--- src/rtl/gws_pkg.sv ---
// Shared types, constants and helpers for the grid word search unit.
// No dependencies.
package gws_pkg;

	localparam int MAX_COLUMNS = 1024;
	localparam int ADDR_W      = $clog2(MAX_COLUMNS);
	localparam int CFG_COLS_W  = 11;
	localparam int WORD_W      = 40;
	localparam int HIST_W      = 32;
	localparam int CHAR_W      = 8;
	localparam int WINDOW_BACK = 4;
	localparam int ROWS_W      = 3;
	localparam int MAXC_W      = $clog2(MAX_COLUMNS + 1);
	localparam int CMP_W       = ((MAXC_W > CFG_COLS_W) ? MAXC_W : CFG_COLS_W) + 1;

	localparam logic [CFG_COLS_W-1:0] RESET_COLUMNS = 11'd8;
	localparam logic [WORD_W-1:0]     RESET_PATTERN = 40'h73706F6F6E;
	localparam logic [ROWS_W-1:0]     ROWS_FULL     = ROWS_W'(WINDOW_BACK);

	typedef enum logic {
		CFG_COLUMN_COUNT = 1'b0,
		CFG_PATTERN_WORD = 1'b1
	} cfg_index_t;

	// word handed from the front stage to the column stage
	typedef struct packed {
		logic [CHAR_W-1:0] ch;
		logic [ADDR_W-1:0] addr;
		logic              rows_zero;
		logic              rows_full;
		logic              last;
		logic              row_hit;
	} item_t;

	function automatic logic [CHAR_W-1:0] fold_char(input logic [CHAR_W-1:0] c);
		logic [CHAR_W-1:0] r;
		r = c;
		if (c >= 8'h41 && c <= 8'h5A) begin
			r = c + 8'h20;
		end
		return r;
	endfunction

endpackage

--- src/rtl/gws_col.sv ---
// Column stage: read-modify-write of the column history with forwarding,
// column window match, hit accumulation and the result register.
// Depends on gws_pkg.
module gws_col (
	input  logic                             clk,
	input  logic                             arst_n,
	input  logic                             accept,
	input  gws_pkg::item_t                   item,
	input  logic [gws_pkg::WORD_W-1:0]       pattern_word,
	input  logic [gws_pkg::HIST_W-1:0]       rd_data,
	output logic                             wr_en,
	output logic [gws_pkg::ADDR_W-1:0]       wr_addr,
	output logic [gws_pkg::HIST_W-1:0]       wr_data,
	output logic                             hold,
	output logic                             out_valid,
	input  logic                             out_stall,
	output logic                             found_in_row,
	output logic                             found_in_column,
	output logic                             found_any
);
	import gws_pkg::*;

	logic              valid_s1;
	item_t             item_s1;
	logic              col_hit_q;
	logic              wr_valid_q;
	logic [ADDR_W-1:0] wr_addr_q;
	logic [HIST_W-1:0] wr_data_q;
	logic              out_valid_q;
	logic              row_q;
	logic              col_q;
	logic              any_q;

	logic              advance;
	logic              fwd;
	logic [HIST_W-1:0] above;
	logic              col_match;
	logic              col_hit_nx;

	always_comb begin
		hold       = valid_s1 && item_s1.last && out_valid_q && out_stall;
		advance    = valid_s1 && !hold;
		fwd        = wr_valid_q && (wr_addr_q == item_s1.addr);
		if (item_s1.rows_zero) begin
			above = '0;
		end else if (fwd) begin
			above = wr_data_q;
		end else begin
			above = rd_data;
		end
		col_match  = item_s1.rows_full && ({above, item_s1.ch} == pattern_word);
		col_hit_nx = col_hit_q || col_match;
	end

	assign wr_en   = advance;
	assign wr_addr = item_s1.addr;
	assign wr_data = {above[HIST_W-CHAR_W-1:0], item_s1.ch};

	assign out_valid       = out_valid_q;
	assign found_in_row    = row_q;
	assign found_in_column = col_q;
	assign found_any       = any_q;

	always_ff @(posedge clk or negedge arst_n) begin
		if (!arst_n) begin
			valid_s1    <= 1'b0;
			item_s1     <= '0;
			col_hit_q   <= 1'b0;
			wr_valid_q  <= 1'b0;
			out_valid_q <= 1'b0;
		end else begin
			if (accept) begin
				valid_s1 <= 1'b1;
				item_s1  <= item;
			end else if (advance) begin
				valid_s1 <= 1'b0;
			end
			if (advance) begin
				wr_valid_q <= 1'b1;
				col_hit_q  <= item_s1.last ? 1'b0 : col_hit_nx;
			end
			if (advance && item_s1.last) begin
				out_valid_q <= 1'b1;
			end else if (out_valid_q && !out_stall) begin
				out_valid_q <= 1'b0;
			end
		end
	end

	always_ff @(posedge clk) begin
		if (advance) begin
			wr_addr_q <= item_s1.addr;
			wr_data_q <= wr_data;
		end
		if (advance && item_s1.last) begin
			row_q <= item_s1.row_hit;
			col_q <= col_hit_nx;
			any_q <= item_s1.row_hit || col_hit_nx;
		end
	end

	a_result: assert property (@(posedge clk) disable iff (!arst_n)
		advance && item_s1.last |=> out_valid_q && found_in_column == $past(col_hit_nx))
		else $error("final word did not load the result");

	a_fwd_track: assert property (@(posedge clk) disable iff (!arst_n)
		advance |=> wr_valid_q && wr_addr_q == $past(item_s1.addr))
		else $error("forwarding register missed a write");

	a_any: assert property (@(posedge clk) disable iff (!arst_n)
		out_valid_q |-> found_any == (found_in_row || found_in_column))
		else $error("found_any inconsistent");

endmodule

--- config.mk ---
export PLATFORM = sky130hd
export DESIGN_NAME = gws_col
export DESIGN_NICKNAME = d
export VERILOG_FILES = /design/src/rtl/gws_pkg.sv /design/src/rtl/gws_col.sv
export SDC_FILE = /design/constraint.sdc
export NUM_CORES = 1
export LEC_CHECK = 0
export ABC_CLOCK_PERIOD_IN_PS = 4480
export CORE_ASPECT_RATIO = 0.75
export CORE_MARGIN = 5
export CORE_UTILIZATION = 65
export CTS_CLUSTER_DIAMETER = 50
export DETAILED_ROUTE_END_ITERATION = 8
export DONT_BUFFER_PORTS = 1
export PLACE_DENSITY = 0.78
export SYNTH_ARGS = -nofsm -noshare
export SYNTH_HDL_FRONTEND = slang
export SYNTH_SLANG_ARGS = --single-unit
export TNS_END_PERCENT = 50
--- constraint.sdc ---
create_clock -name clk -period 4.48 [get_ports clk]
set_clock_uncertainty 0.2 [all_clocks]
set_input_delay 0.896 -clock clk [delete_from_list [all_inputs] [get_ports clk]]
set_output_delay 0.896 -clock clk [all_outputs]
set_load 0.005 [all_outputs]
# After elaboration in Yosys (flattened, before gate mapping)
# Index checks and enable logic that the tools add are counted.
# totals
inputBits	98
out_inout_bits	48
register_bits	71
wordCells	38
# classes
eq_ne	2
mux	7
reduce_logical	14
# op_table
operator	n
$mux 32	2
$eq 40x40->1	1
$eq 10x10->1	1
$logic_and 1x1->1	8
$mux 1	5
$reduce_bool 2->1	2
$logic_not 1->1	2
$logic_or 1x1->1	2

# Longest topological paths before layout
# depth
depth_word	8
ltp_mapped	10

# Worst setup path after synthesis
# OpenSTA, ideal clock, no wires.
# synth_timing
path_type	in2out
from	input out_stall
to	output wr_en
stages	2
path_slack_ps	1299
path_buffers	0
t_required_ps	3384
t_arrival_ps	2085
cell_sequence	nand4_1 -> and2_1
# synth_via
elab_chain_len	3
# synth_lines
item	line_no	text
from (decl)	gws_col.sv:16	input logic out_stall,
$logic_and 1x1->1	gws_col.sv:41	hold = valid_s1 && item_s1.last && out_valid_q && out_stall;
$logic_not 1->1	gws_col.sv:42	advance = valid_s1 && !hold;
$logic_and 1x1->1	gws_col.sv:42	
to (decl)	gws_col.sv:11	output logic wr_en,
# No other way between the ends.

# Worst setup path after layout
# layout_timing
from	register item_s1, in the netlist wr_addr[2]
to	output wr_data[15] in the netlist's numbering
# layout_via
elab_chain_len	4
# layout_lines
item	line_no	text
from (decl)	gws_col.sv:24	item_t item_s1;
from (signal assigned)	gws_col.sv:74	item_s1 <= item;
$eq 10x10->1	gws_col.sv:43	fwd = wr_valid_q && (wr_addr_q == item_s1.addr);
$logic_and 1x1->1	gws_col.sv:43	
$mux 32	gws_col.sv:46	end else if (fwd) begin
$mux 32	gws_col.sv:44	if (item_s1.rows_zero) begin
to (decl)	gws_col.sv:13	output logic [gws_pkg::HIST_W-1:0] wr_data,
# No other way between the ends.

==> results.ini <==
[sta]
setup_viol=0
worstMarginPinSlew_ps=945
setup_tns_ps=0
maxSlewViolCount=0
rsz0062_at_grt=false
period_needed_ps=3850
max_clock_freq_mhz=259
final_hold_viol_count=0
period_share_pct=86.0
timing.slew.headroom_pct=36.9

[power]
power.share.clock_pct=34.5
peakVddDrop_mv=0.421
swShare_pct=29.7
power_frac_seq_pct=48.4
p_sw_mw=0.504
p_leak_nw=1.73
p_per_area_mw_per_mm2=373
cellInternalPower_mw=1.19
power_frac_comb_pct=17.1
power_mw=1.69

[cts]
ctsResizeCount=0
cts_tree=done
clock_sinks=71
clockRootBuffer=clkbuf_8
cts_max_level=3
numCtsBuffers=9
clock_path_buffers=2
cts.clk_slew.worst_paths_ps=80
clk-insertion-delay-late_ps=360

[die]
rows=25
initial_core_util_pct=68.2
fp.dieW_um=105
core_mm2=0.00641
die_y_um=81.0
num_io_pins=146
die-area_mm2=0.00849

[synthesis]
yosysWarnings=0
syn_inst=441
ys_async_sr_fraction_pct=36.6
synthTopCellsByArea=edfxtp_1 31%, dfrtp_1 15%, mux2_2 5.4%
yosysTopAreaCell=edfxtp_1
avgSynthCellArea_um2=9.92
synth_area_mm2=0.00437
synth_common_cells=59 x nand2_1, 45 x edfxtp_1, 34 x inv_1, 26 x a21oi_1, 26 x dfrtp_1
synth_top_area_share_pct=30.9
seq_area_frac_synth_pct=45.8
yosysMostFrequentCell=nand2_1
synth_cell_types=61
synth_seq_cells=71
syn_nets=539
synth_flop_cell=edfxtp_1
synth_edf_count=45

[route]
wl_met2_um=5890
drcViolationCount=0
routedWlPerCell_um=26.0
antenna_left=0
vias_per_cell=7.16
top_layer=met4
drt_pass1_iterations=6
via_count=3637
dr_wl_met3_um=1960
wl_met1_um=5150
drt-initial-drc-count=556
drt-total-wl_um=13200

[placement]
port_buffers=0
hpwl_um=9690
globalplace.congestion=0.965

[worst_hold_path]
hold_class=in2async

[global_route]
antenna_found_initial=1
grt_pass1_vias=3591
grt_pass1_wl_um=20400
grt_remaining_overflow=0
grt_max_degree=45
track_usage_pct=31.3

[worst_setup_path]
crit_fanout=14
cp.required_ps=3380
cp-end-kind=primary output
start_kind=flop
cp_data_arrival_time_ps=2760
crit_type=reg2out

[cells_and_area]
syn2layout_area_growth_pct=3.92
nNetsFinal=520
drive_gt1_share_pct=13.1
n_antenna_cell=0

[flow_run]
maxCapViolations=0

[status]
status=completed

## flip-flops by register name, summed over array words and instances (netlist names), 4 cells and up
register	cells
item_s1	4
wr_addr	10
wr_data_q	32
wr_data	8
wr_addr_q	10
## cell type report
class / instances / area [um^2]
flip-flops and latches: 71 / 2000
multi-input cells: 293 / 1990
fillers: 473 / 1870
well taps: 81 / 101
clock buffers: 10 / 128
inverters: 34 / 128
repair buffers: 13 / 100
clock inverters: 6 / 92.6
## power groups by stage
stage	Combinational, mW	Sequential, mW	Clock, mW
floorplan	0.243	0.813	0
finish	0.290	0.821	0.584
CTS	0.281	0.820	0.586
global placement	0.272	0.830	0
detailed placement	0.279	0.834	0
global route	0.313	0.828	0.619
## timing repair
item | CTS | global route
hold buffers | 0 | 1
endpoints found under the setup margin | 0 | 0
endpoints found under the hold margin | 0 | 12
buffers inserted | 0 | 0
## metal layers
| layer | track usage (%) | vias up |
|---|---|---|
| met1 | 42.3 | 1738 |
| met2 | 46.9 | 280 |
| met5 | 0 | - |
| li1 | - | 1597 |
| met3 | 12.5 | 22 |
| met4 | 9.45 | 0 |
## critical path: stages (launching register included)
cell     delay [ps]
dfrtp_1         430
xnor2_1         380
nand4_1         150
buf_4           210
nor3_4          550
buf_4           320
nand2_1          70
a21oi_1         280
## layout by cell type, fill, tap and decap left out, types with 5 or more instances in the layout
cell type / count
o22ai_1: 7
nand4_1: 16
o21ai_0: 12
nor4_1: 14
o31ai_1: 8
nand3_1: 6
mux2i_1: 7
o2111ai_1: 5
buf_4: 12
nand2_1: 59
a21oi_1: 26
a222oi_1: 5
mux2_2: 21
xor2_1: 11
edfxtp_1: 45
nor2b_1: 12
nor2_1: 8
nand2b_1: 6
clkbuf_8: 9
dfrtp_1: 26
xnor2_1: 8
inv_1: 34
a311o_1: 6
## cell families (layout without fill, tap and decap cells)
family | count (synthesis) | after routing | synth area share, %
flops | 71 | 71 | 45.8
compound gates | 110 | 110 | 18.7
buf+inv | 77 | 63 | 8.67
simple gates | 136 | 136 | 16.0
mux | 28 | 28 | 7.01
xor+xnor | 19 | 19 | 3.80
## worst paths after layout
path / from / to / slack, ps / cells after the start
setup / recovery: wr_addr[2]$_DFFE_PN0P_ / wr_data[15] / 630 / 7
hold / removal: arst_n / wr_data[3]$_DFFE_PN0P_ / 20 / 0
setup reg to reg: wr_addr[2]$_DFFE_PN0P_ / found_in_column$_DFFE_PP_ / 910 / 8
hold reg to reg: item_s1[0]$_DFFE_PN0P_ / found_in_row$_DFFE_PP_ / 310 / 0
max in group asynchronous: arst_n / item_s1[1]$_DFFE_PN0P_ / 2960 / 1
min in group clk: item_s1[0]$_DFFE_PN0P_ / found_in_row$_DFFE_PP_ / 310 / 0
## through the flow
stage	instances	cell area [um^2]	setup slack, ps	util (%)	hold slack (ps)
floorplan	441	4370	1300	-	244
global placement	491	4320	1130	67.3	266
detailed placement	491	4320	1090	67.3	289
CTS	507	4540	679	70.7	9.10
global route	508	4550	493	70.9	1.16
finish	508	4550	625	70.9	20.2
(Power assumes the default switching activity.)
