File: config.mk
export PLATFORM = sky130hd
export DESIGN_NAME = gws_front
export DESIGN_NICKNAME = d
export VERILOG_FILES = /design/src/rtl/gws_pkg.sv /design/src/rtl/gws_front.sv
export SDC_FILE = /design/constraint.sdc
export NUM_CORES = 1
export LEC_CHECK = 0
export BUFFER_PORTS_ARGS = -buffer_cell sky130_fd_sc_hd__buf_2
export CAP_MARGIN = 15
export CORE_MARGIN = 2
export CORE_UTILIZATION = 31
export DETAILED_ROUTE_END_ITERATION = 8
export GPL_TIMING_DRIVEN = 0
export RECOVER_POWER = 100
export REMOVE_ABC_BUFFERS = 1
export SLEW_MARGIN = 10
export SYNTH_ARGS = -nofsm -noshare
export SYNTH_HDL_FRONTEND = slang
export SYNTH_SLANG_ARGS = --single-unit
File: constraint.sdc
create_clock -name clk -period 3.8 [get_ports clk]
set_input_delay 1.14 -clock clk [delete_from_list [all_inputs] [get_ports clk]]
set_output_delay 1.14 -clock clk [all_outputs]
set_load 0.1 [all_outputs]
File: src/rtl/gws_pkg.sv
// Shared types, constants and helpers for the grid word search unit.
// No dependencies.
package gws_pkg;

	localparam int MAX_COLUMNS = 1024;
	localparam int ADDR_W      = $clog2(MAX_COLUMNS);
	localparam int CFG_COLS_W  = 11;
	localparam int WORD_W      = 40;
	localparam int HIST_W      = 32;
	localparam int CHAR_W      = 8;
	localparam int WINDOW_BACK = 4;
	localparam int ROWS_W      = 3;
	localparam int MAXC_W      = $clog2(MAX_COLUMNS + 1);
	localparam int CMP_W       = ((MAXC_W > CFG_COLS_W) ? MAXC_W : CFG_COLS_W) + 1;

	localparam logic [CFG_COLS_W-1:0] RESET_COLUMNS = 11'd8;
	localparam logic [WORD_W-1:0]     RESET_PATTERN = 40'h73706F6F6E;
	localparam logic [ROWS_W-1:0]     ROWS_FULL     = ROWS_W'(WINDOW_BACK);

	typedef enum logic {
		CFG_COLUMN_COUNT = 1'b0,
		CFG_PATTERN_WORD = 1'b1
	} cfg_index_t;

	// word handed from the front stage to the column stage
	typedef struct packed {
		logic [CHAR_W-1:0] ch;
		logic [ADDR_W-1:0] addr;
		logic              rows_zero;
		logic              rows_full;
		logic              last;
		logic              row_hit;
	} item_t;

	function automatic logic [CHAR_W-1:0] fold_char(input logic [CHAR_W-1:0] c);
		logic [CHAR_W-1:0] r;
		r = c;
		if (c >= 8'h41 && c <= 8'h5A) begin
			r = c + 8'h20;
		end
		return r;
	endfunction

endpackage

File: src/rtl/gws_front.sv
// Front stage: case folding, row window match, column position and row count.
// Depends on gws_pkg.
module gws_front (
	input  logic                             clk,
	input  logic                             arst_n,
	input  logic                             in_valid,
	output logic                             in_stall,
	input  logic [7:0]                       grid_char,
	input  logic                             last_of_grid,
	input  logic [gws_pkg::CFG_COLS_W-1:0]   column_count,
	input  logic [gws_pkg::WORD_W-1:0]       pattern_word,
	input  logic                             hold,
	output logic                             accept,
	output gws_pkg::item_t                   item
);
	import gws_pkg::*;

	logic [ADDR_W-1:0] pos_q;
	logic [HIST_W-1:0] row_hist_q;
	logic [ROWS_W-1:0] rows_q;
	logic              row_hit_q;

	logic [CHAR_W-1:0] ch_f;
	logic [CMP_W-1:0]  cnt_ext;
	logic [CMP_W-1:0]  max_ext;
	logic [CMP_W-1:0]  cols;
	logic [CMP_W-1:0]  pos_inc;
	logic              wrap;
	logic              row_match;
	logic              row_hit_nx;

	assign in_stall = hold;
	assign accept   = in_valid && !hold;
	assign ch_f     = fold_char(grid_char);

	always_comb begin
		cnt_ext = CMP_W'(column_count);
		max_ext = CMP_W'(MAX_COLUMNS);
		if (cnt_ext == '0) begin
			cols = CMP_W'(1);
		end else if (cnt_ext > max_ext) begin
			cols = max_ext;
		end else begin
			cols = cnt_ext;
		end
		pos_inc    = CMP_W'(pos_q) + CMP_W'(1);
		wrap       = pos_inc >= cols;
		row_match  = (pos_q >= ADDR_W'(WINDOW_BACK)) && ({row_hist_q, ch_f} == pattern_word);
		row_hit_nx = row_hit_q || row_match;
	end

	always_comb begin
		item.ch        = ch_f;
		item.addr      = pos_q;
		item.rows_zero = (rows_q == '0);
		item.rows_full = (rows_q == ROWS_FULL);
		item.last      = last_of_grid;
		item.row_hit   = row_hit_nx;
	end

	always_ff @(posedge clk or negedge arst_n) begin
		if (!arst_n) begin
			pos_q      <= '0;
			row_hist_q <= '0;
			rows_q     <= '0;
			row_hit_q  <= 1'b0;
		end else if (accept) begin
			if (last_of_grid) begin
				pos_q      <= '0;
				row_hist_q <= '0;
				rows_q     <= '0;
				row_hit_q  <= 1'b0;
			end else if (wrap) begin
				pos_q      <= '0;
				row_hist_q <= '0;
				row_hit_q  <= row_hit_nx;
				if (rows_q < ROWS_FULL) begin
					rows_q <= rows_q + ROWS_W'(1);
				end
			end else begin
				pos_q      <= pos_inc[ADDR_W-1:0];
				row_hist_q <= {row_hist_q[HIST_W-CHAR_W-1:0], ch_f};
				row_hit_q  <= row_hit_nx;
			end
		end
	end

	a_rows_sat: assert property (@(posedge clk) disable iff (!arst_n)
		rows_q <= ROWS_FULL)
		else $error("row count beyond saturation");

	a_pos_range: assert property (@(posedge clk) disable iff (!arst_n)
		CMP_W'(pos_q) < CMP_W'(MAX_COLUMNS))
		else $error("column position out of range");

	a_grid_clear: assert property (@(posedge clk) disable iff (!arst_n)
		accept && last_of_grid |=> pos_q == '0 && rows_q == '0 && !row_hit_q)
		else $error("grid state not cleared after final word");

endmodule

### Word-level counts from Yosys, hierarchy flattened

Index checks and enable logic that the tools add are counted.

| word-level totals | value |
|---|---|
| flip-flop bits (word level) | 46 |
| bits in latches | 0 |
| RAM bits | 0 |
| ROM bits | 0 |
| bits of input ports | 64 |
| output and inout port bits | 24 |
| logic and storage cells | 36 |
| memories | 0 |

| cells by class | value |
|---|---|
| add/subtract/negate cells | 3 |
| multipliers | 0 |
| divide/modulo/power cells | 0 |
| magnitude comparators | 6 |
| equal/unequal tests | 2 |
| shift-type cells | 0 |
| mux-type cells | 11 |
| bitwise operators | 0 |
| reduce and logical (&&, ||, !) cells | 10 |

Operators by type and width:

| cell | count |
|---|---|
| 32-bit two-way mux | 2 |
| 40-bit equality test | 1 |
| 11-bit two-way mux | 2 |
| 10-bit two-way mux | 2 |
| 11-bit by 12-bit greater-or-equal comparator with 1-bit output | 1 |
| 10-bit by 1-bit adder with 11-bit output (second input constant) | 1 |
| 11-bit > comparator (second input constant) | 1 |
| 11-bit logical NOT | 1 |
| 10-bit by 3-bit greater-or-equal comparator with 1-bit output (second input constant) | 1 |
| 3-bit two-way mux | 3 |
| 8-bit by 6-bit adder with 8-bit output (second input constant) | 1 |
| 8-bit by 7-bit greater-or-equal comparator with 1-bit output (second input constant) | 1 |
| 8-bit by 7-bit <= comparator with 1-bit output (second input constant) | 1 |
| 8-bit two-way mux | 1 |
| 2-bit nonzero test | 2 |
| 3-bit by 1-bit adder with 3-bit output (second input constant) | 1 |
| 3-bit equality test (second input constant) | 1 |
| 1-bit logical AND | 3 |
| 3-bit logical NOT | 1 |
| 3-bit less-than comparator (second input constant) | 1 |
| 3-bit AND reduction | 1 |
| 1-bit logical NOT | 1 |
| 1-bit logical OR | 1 |
| 1-bit two-way mux | 1 |

### Depth between registers and ports, before layout

| logic depth | value |
|---|---|
| depth in word-level cells | 7 |
| gate-level depth with buffers | 13 |
| mapped depth without buffers | 11 |

### Worst setup path before layout

OpenSTA, ideal clock, no wires.

| timing | value |
|---|---|
| path kind | in2out |
| start point | input port grid_char[1] |
| end point | output port item[19] (netlist bit) |
| arrival | 2952 ps |
| data required time | 2660 ps |
| setup slack | -292 ps |
| cell stages on the path | 3 |
| path buffers | 0 |
| cells stage by stage | a21oi_1 > o22ai_4 > o21bai_1 |

RTL lines:

| what | line | RTL |
|---|---|---|
| start, declared | gws_front.sv:8 | `input logic [7:0] grid_char,` |
| end, declared | gws_front.sv:14 | `output gws_pkg::item_t item` |

==> impl_metrics.tcl <==
set metrics [dict create \
    syn2layout_area_growth_pct 24.4 \
    cpMaxStageDelayCell "or4_4" \
    wl_met3_um 383 \
    cts_buffers 5 \
    ys_seq_area_frac 0.380 \
    routed_via_density 4.75 \
    ant_nets 0 \
    dieArea_um2 10600 \
    nFillCells 1027 \
    vias 2686 \
    io_buffers 87 \
    cts_sinks 46 \
    synthesis.area_um2 3030 \
    fin_tns_setup_ns -0.157 \
    crit_end "item[0]" \
    diodes 0 \
    ys_seq_elements 46 \
    fp.dieH_um 103 \
    slew_violations 0 \
    met1Wirelength_um 3490 \
    clock_latency_ns 0.29 \
    hp-class "flip-flop to flip-flop" \
    worstPathRequired_ns 2.66 \
    tightest_slew_ns 1.31 \
    placed_cell_area_um2 3570 \
    cp_cell_sequence "buf_8 > or4_4 > o22ai_4 > o21ba_4 > xor2_2 > o2111ai_2 > nand2_2 > buf_12" \
    max-slew-margin-rel 0.125 \
    final_util 0.391 \
    power.density_nw_per_um2 356 \
    start_util 0.315 \
    crit_start "grid_char[3]" \
    r2r_slack_ns 0.31 \
    fmax_mhz 253 \
    maxCapViolations 0 \
    period_share 1.04 \
    wl_um 7640 \
    leakage_nw 1.80 \
    drive_gt1_frac 0.236 \
    critPathKind "input port to primary output" \
    final-setup-viol-count 1 \
    place_congestion 0.801 \
    clockBufferDepth 2 \
    crit_family "simple AND/OR/NAND/NOR gates" \
    dr.max_layer_used "met4" \
    antenna_found_initial 1 \
    worstPathMaxFanout 5 \
    ys_types 44 \
    ir_drop_uv 261 \
    hold_buffers 0 \
    die_x_um 103 \
    cts_tree "done" \
    ios 88 \
    final.setup_skew_ns 0.00655 \
    core_um2 9640 \
    num_rows 36 \
    endpoint_kind "primary output" \
    drcViolationCount 0 \
    postSynthCellCount 358 \
    finalInstanceArea_um2 3770 \
    hold_viol_final 0 \
    htreeDepth 2 \
    start_kind "input port" \
    synth-warning-count 0 \
    grt_pass1_wl_um 12600 \
    wl_per_cell_um 13.5 \
    grt_overflow 0 \
    path_clk_slew_ns 0.08 \
    cts-root-buf "clkbuf_8" \
    hpwl_um 5630 \
    power_w 0.00134 \
    grt_max_degree 47 \
    final_nets 513 \
    met2_length_um 3730 \
    syn_area_per_cell_um2 8.47 \
    rsz0062_at_grt "yes" \
    dr.first_iter.drc_count 140 \
    slowest_delay_ns 0.54 \
    grt_pass1_vias 2675 \
    cp.buffers_inverters 2 \
    status "finished with violations" \
    violations "setup timing" \
    fin_ws_ns -0.157 \
    r2r-start "pos_q[0]" \
    worst-path-stages 8 \
    worstRegToRegCells 13 \
    worstPathArrival_ns 2.82 \
    worstReg2RegEnd "pos_q[2]" \
    grt.total_usage 0.151 \
    period_needed_ns 3.96 \
    first_pass_iters 4 \
    pre_cts_ws_ns -0.535 \
]
-- worst min path at each step --
stage / depth (start not counted) / startpoint / slack (ns) / endpoint
final: 2 / row_hist_q[28] / 0.50 / row_hist_q[28]
after global routing: 2 / row_hist_q[28] / 0.54 / row_hist_q[28]
after CTS: 2 / row_hist_q[28] / 0.51 / row_hist_q[28]
after detailed placement: 2 / row_hist_q[28] / 0.49 / row_hist_q[28]
after global placement: 2 / row_hist_q[28] / 0.48 / row_hist_q[28]
after floorplan: 2 / row_hist_q[25] / 0.47 / row_hist_q[25]
-- worst min-delay path: stages, from the launching register on --
cell     delay [ns]
dfrtp_1        0.36
nand2_1        0.05
o21ai_0        0.06
-- cell usage after synthesis, drive strengths merged --
master | count | share of area
a2111o | 1 | 0.0037
a211o | 1 | 0.0029
a211oi | 1 | 0.0025
a21o | 5 | 0.012
a21oi | 6 | 0.0099
a221oi | 1 | 0.0029
a22o | 1 | 0.0029
a22oi | 1 | 0.0025
a2bb2oi | 1 | 0.0029
a31oi | 3 | 0.0062
a32o | 1 | 0.0033
and2 | 1 | 0.0021
and3 | 3 | 0.0062
buf | 11 | 0.025
clkbuf | 15 | 0.019
clkinv | 2 | 0.0025
dfrtp | 46 | 0.38
ha | 16 | 0.066
inv | 11 | 0.014
nand2 | 91 | 0.11
nand2b | 6 | 0.012
nand3 | 7 | 0.012
nand3b | 1 | 0.0025
nand4 | 3 | 0.0062
nor2 | 4 | 0.0049
nor2b | 2 | 0.0041
nor3 | 2 | 0.0033
nor4 | 17 | 0.035
o2111ai | 1 | 0.0029
o21ai | 40 | 0.066
o21ba | 1 | 0.0054
o21bai | 1 | 0.0025
o22ai | 2 | 0.0087
o31ai | 3 | 0.0074
o41ai | 2 | 0.0083
or2 | 1 | 0.0021
or4 | 1 | 0.0037
xnor2 | 9 | 0.026
xor2 | 37 | 0.11
-- sequential cells by signal (all words and copies together), names as in the netlist --
| register | count |
|---|---|
| row_hist_q | 32 |
| pos_q | 10 |
| rows_q | 3 |
| row_hit_q | 1 |
-- metrics by stage --
step                      cells  hold slack, ns
after detailed placement    555           0.493
after CTS                   564           0.510
after global routing        565           0.542
after floorplan             332           0.469
final                       565           0.502
after global placement      552           0.484
-- cell usage in the layout, fill, tap and decap left out, drive strengths merged, types with 2 or more instances in the layout --
master  synthesis  layout
nand2          91      91
buf            11      81
dfrtp          46      46
o21ai          40      40
xor2           37      37
clkbuf         15      19
nor4           17      17
ha             16      16
inv            11      11
xnor2           9       9
nand3           7       7
a21oi           6       6
nand2b          6       6
a21o            5       5
nor2            4       4
and3            3       3
a31oi           3       3
nand4           3       3
o31ai           3       3
o41ai           2       2
nor2b           2       2
nor3            2       2
clkinv          2       2
o22ai           2       2
-- cells by family (layout without fill, tap and decap cells) --
logic type / count (synthesis) / in the layout / share of synthesized area
xor gates and xnor gates: 46 / 46 / 0.135
buffers and inverters: 39 / 113 / 0.0594
DFF: 46 / 46 / 0.380
adders and majority gates: 16 / 16 / 0.0660
AOI/OAI and AO/OA: 72 / 72 / 0.153
and+or+nand+nor: 139 / 139 / 0.207
-- repair_timing --
item,in CTS,in global routing
cloned,0,0
gates resized for setup,18,7
setup buffers,3,0
setup endpoints to repair,3,2
pin swaps,6,5
-- area by class of cell --
class | count | area [um2] | share of cell area
multi-input cells | 273 | 1770 | 0.469
flip-flops and latches | 46 | 1150 | 0.305
repair buffers | 94 | 551 | 0.146
well taps | 133 | 166 | 0.0441
clock buffers | 6 | 82.6 | 0.0219
inverters | 13 | 53.8 | 0.0143
-- metal layers --
metal / global-route usage / up-vias
met3: 0.0305 / 4
met5: 0 / -
met1: 0.196 / 1254
met4: 0.0213 / 0
met2: 0.267 / 67
li1: - / 1361
-- power by group --
part           internal [W]  switching, W  leakage, nW
Clock              0.000141      0.000157       0.0431
Combinational      0.000147      0.000316         1.13
Sequential         0.000530     0.0000518        0.625
Total              0.000818      0.000525         1.80
(Power assumes the default switching activity.)
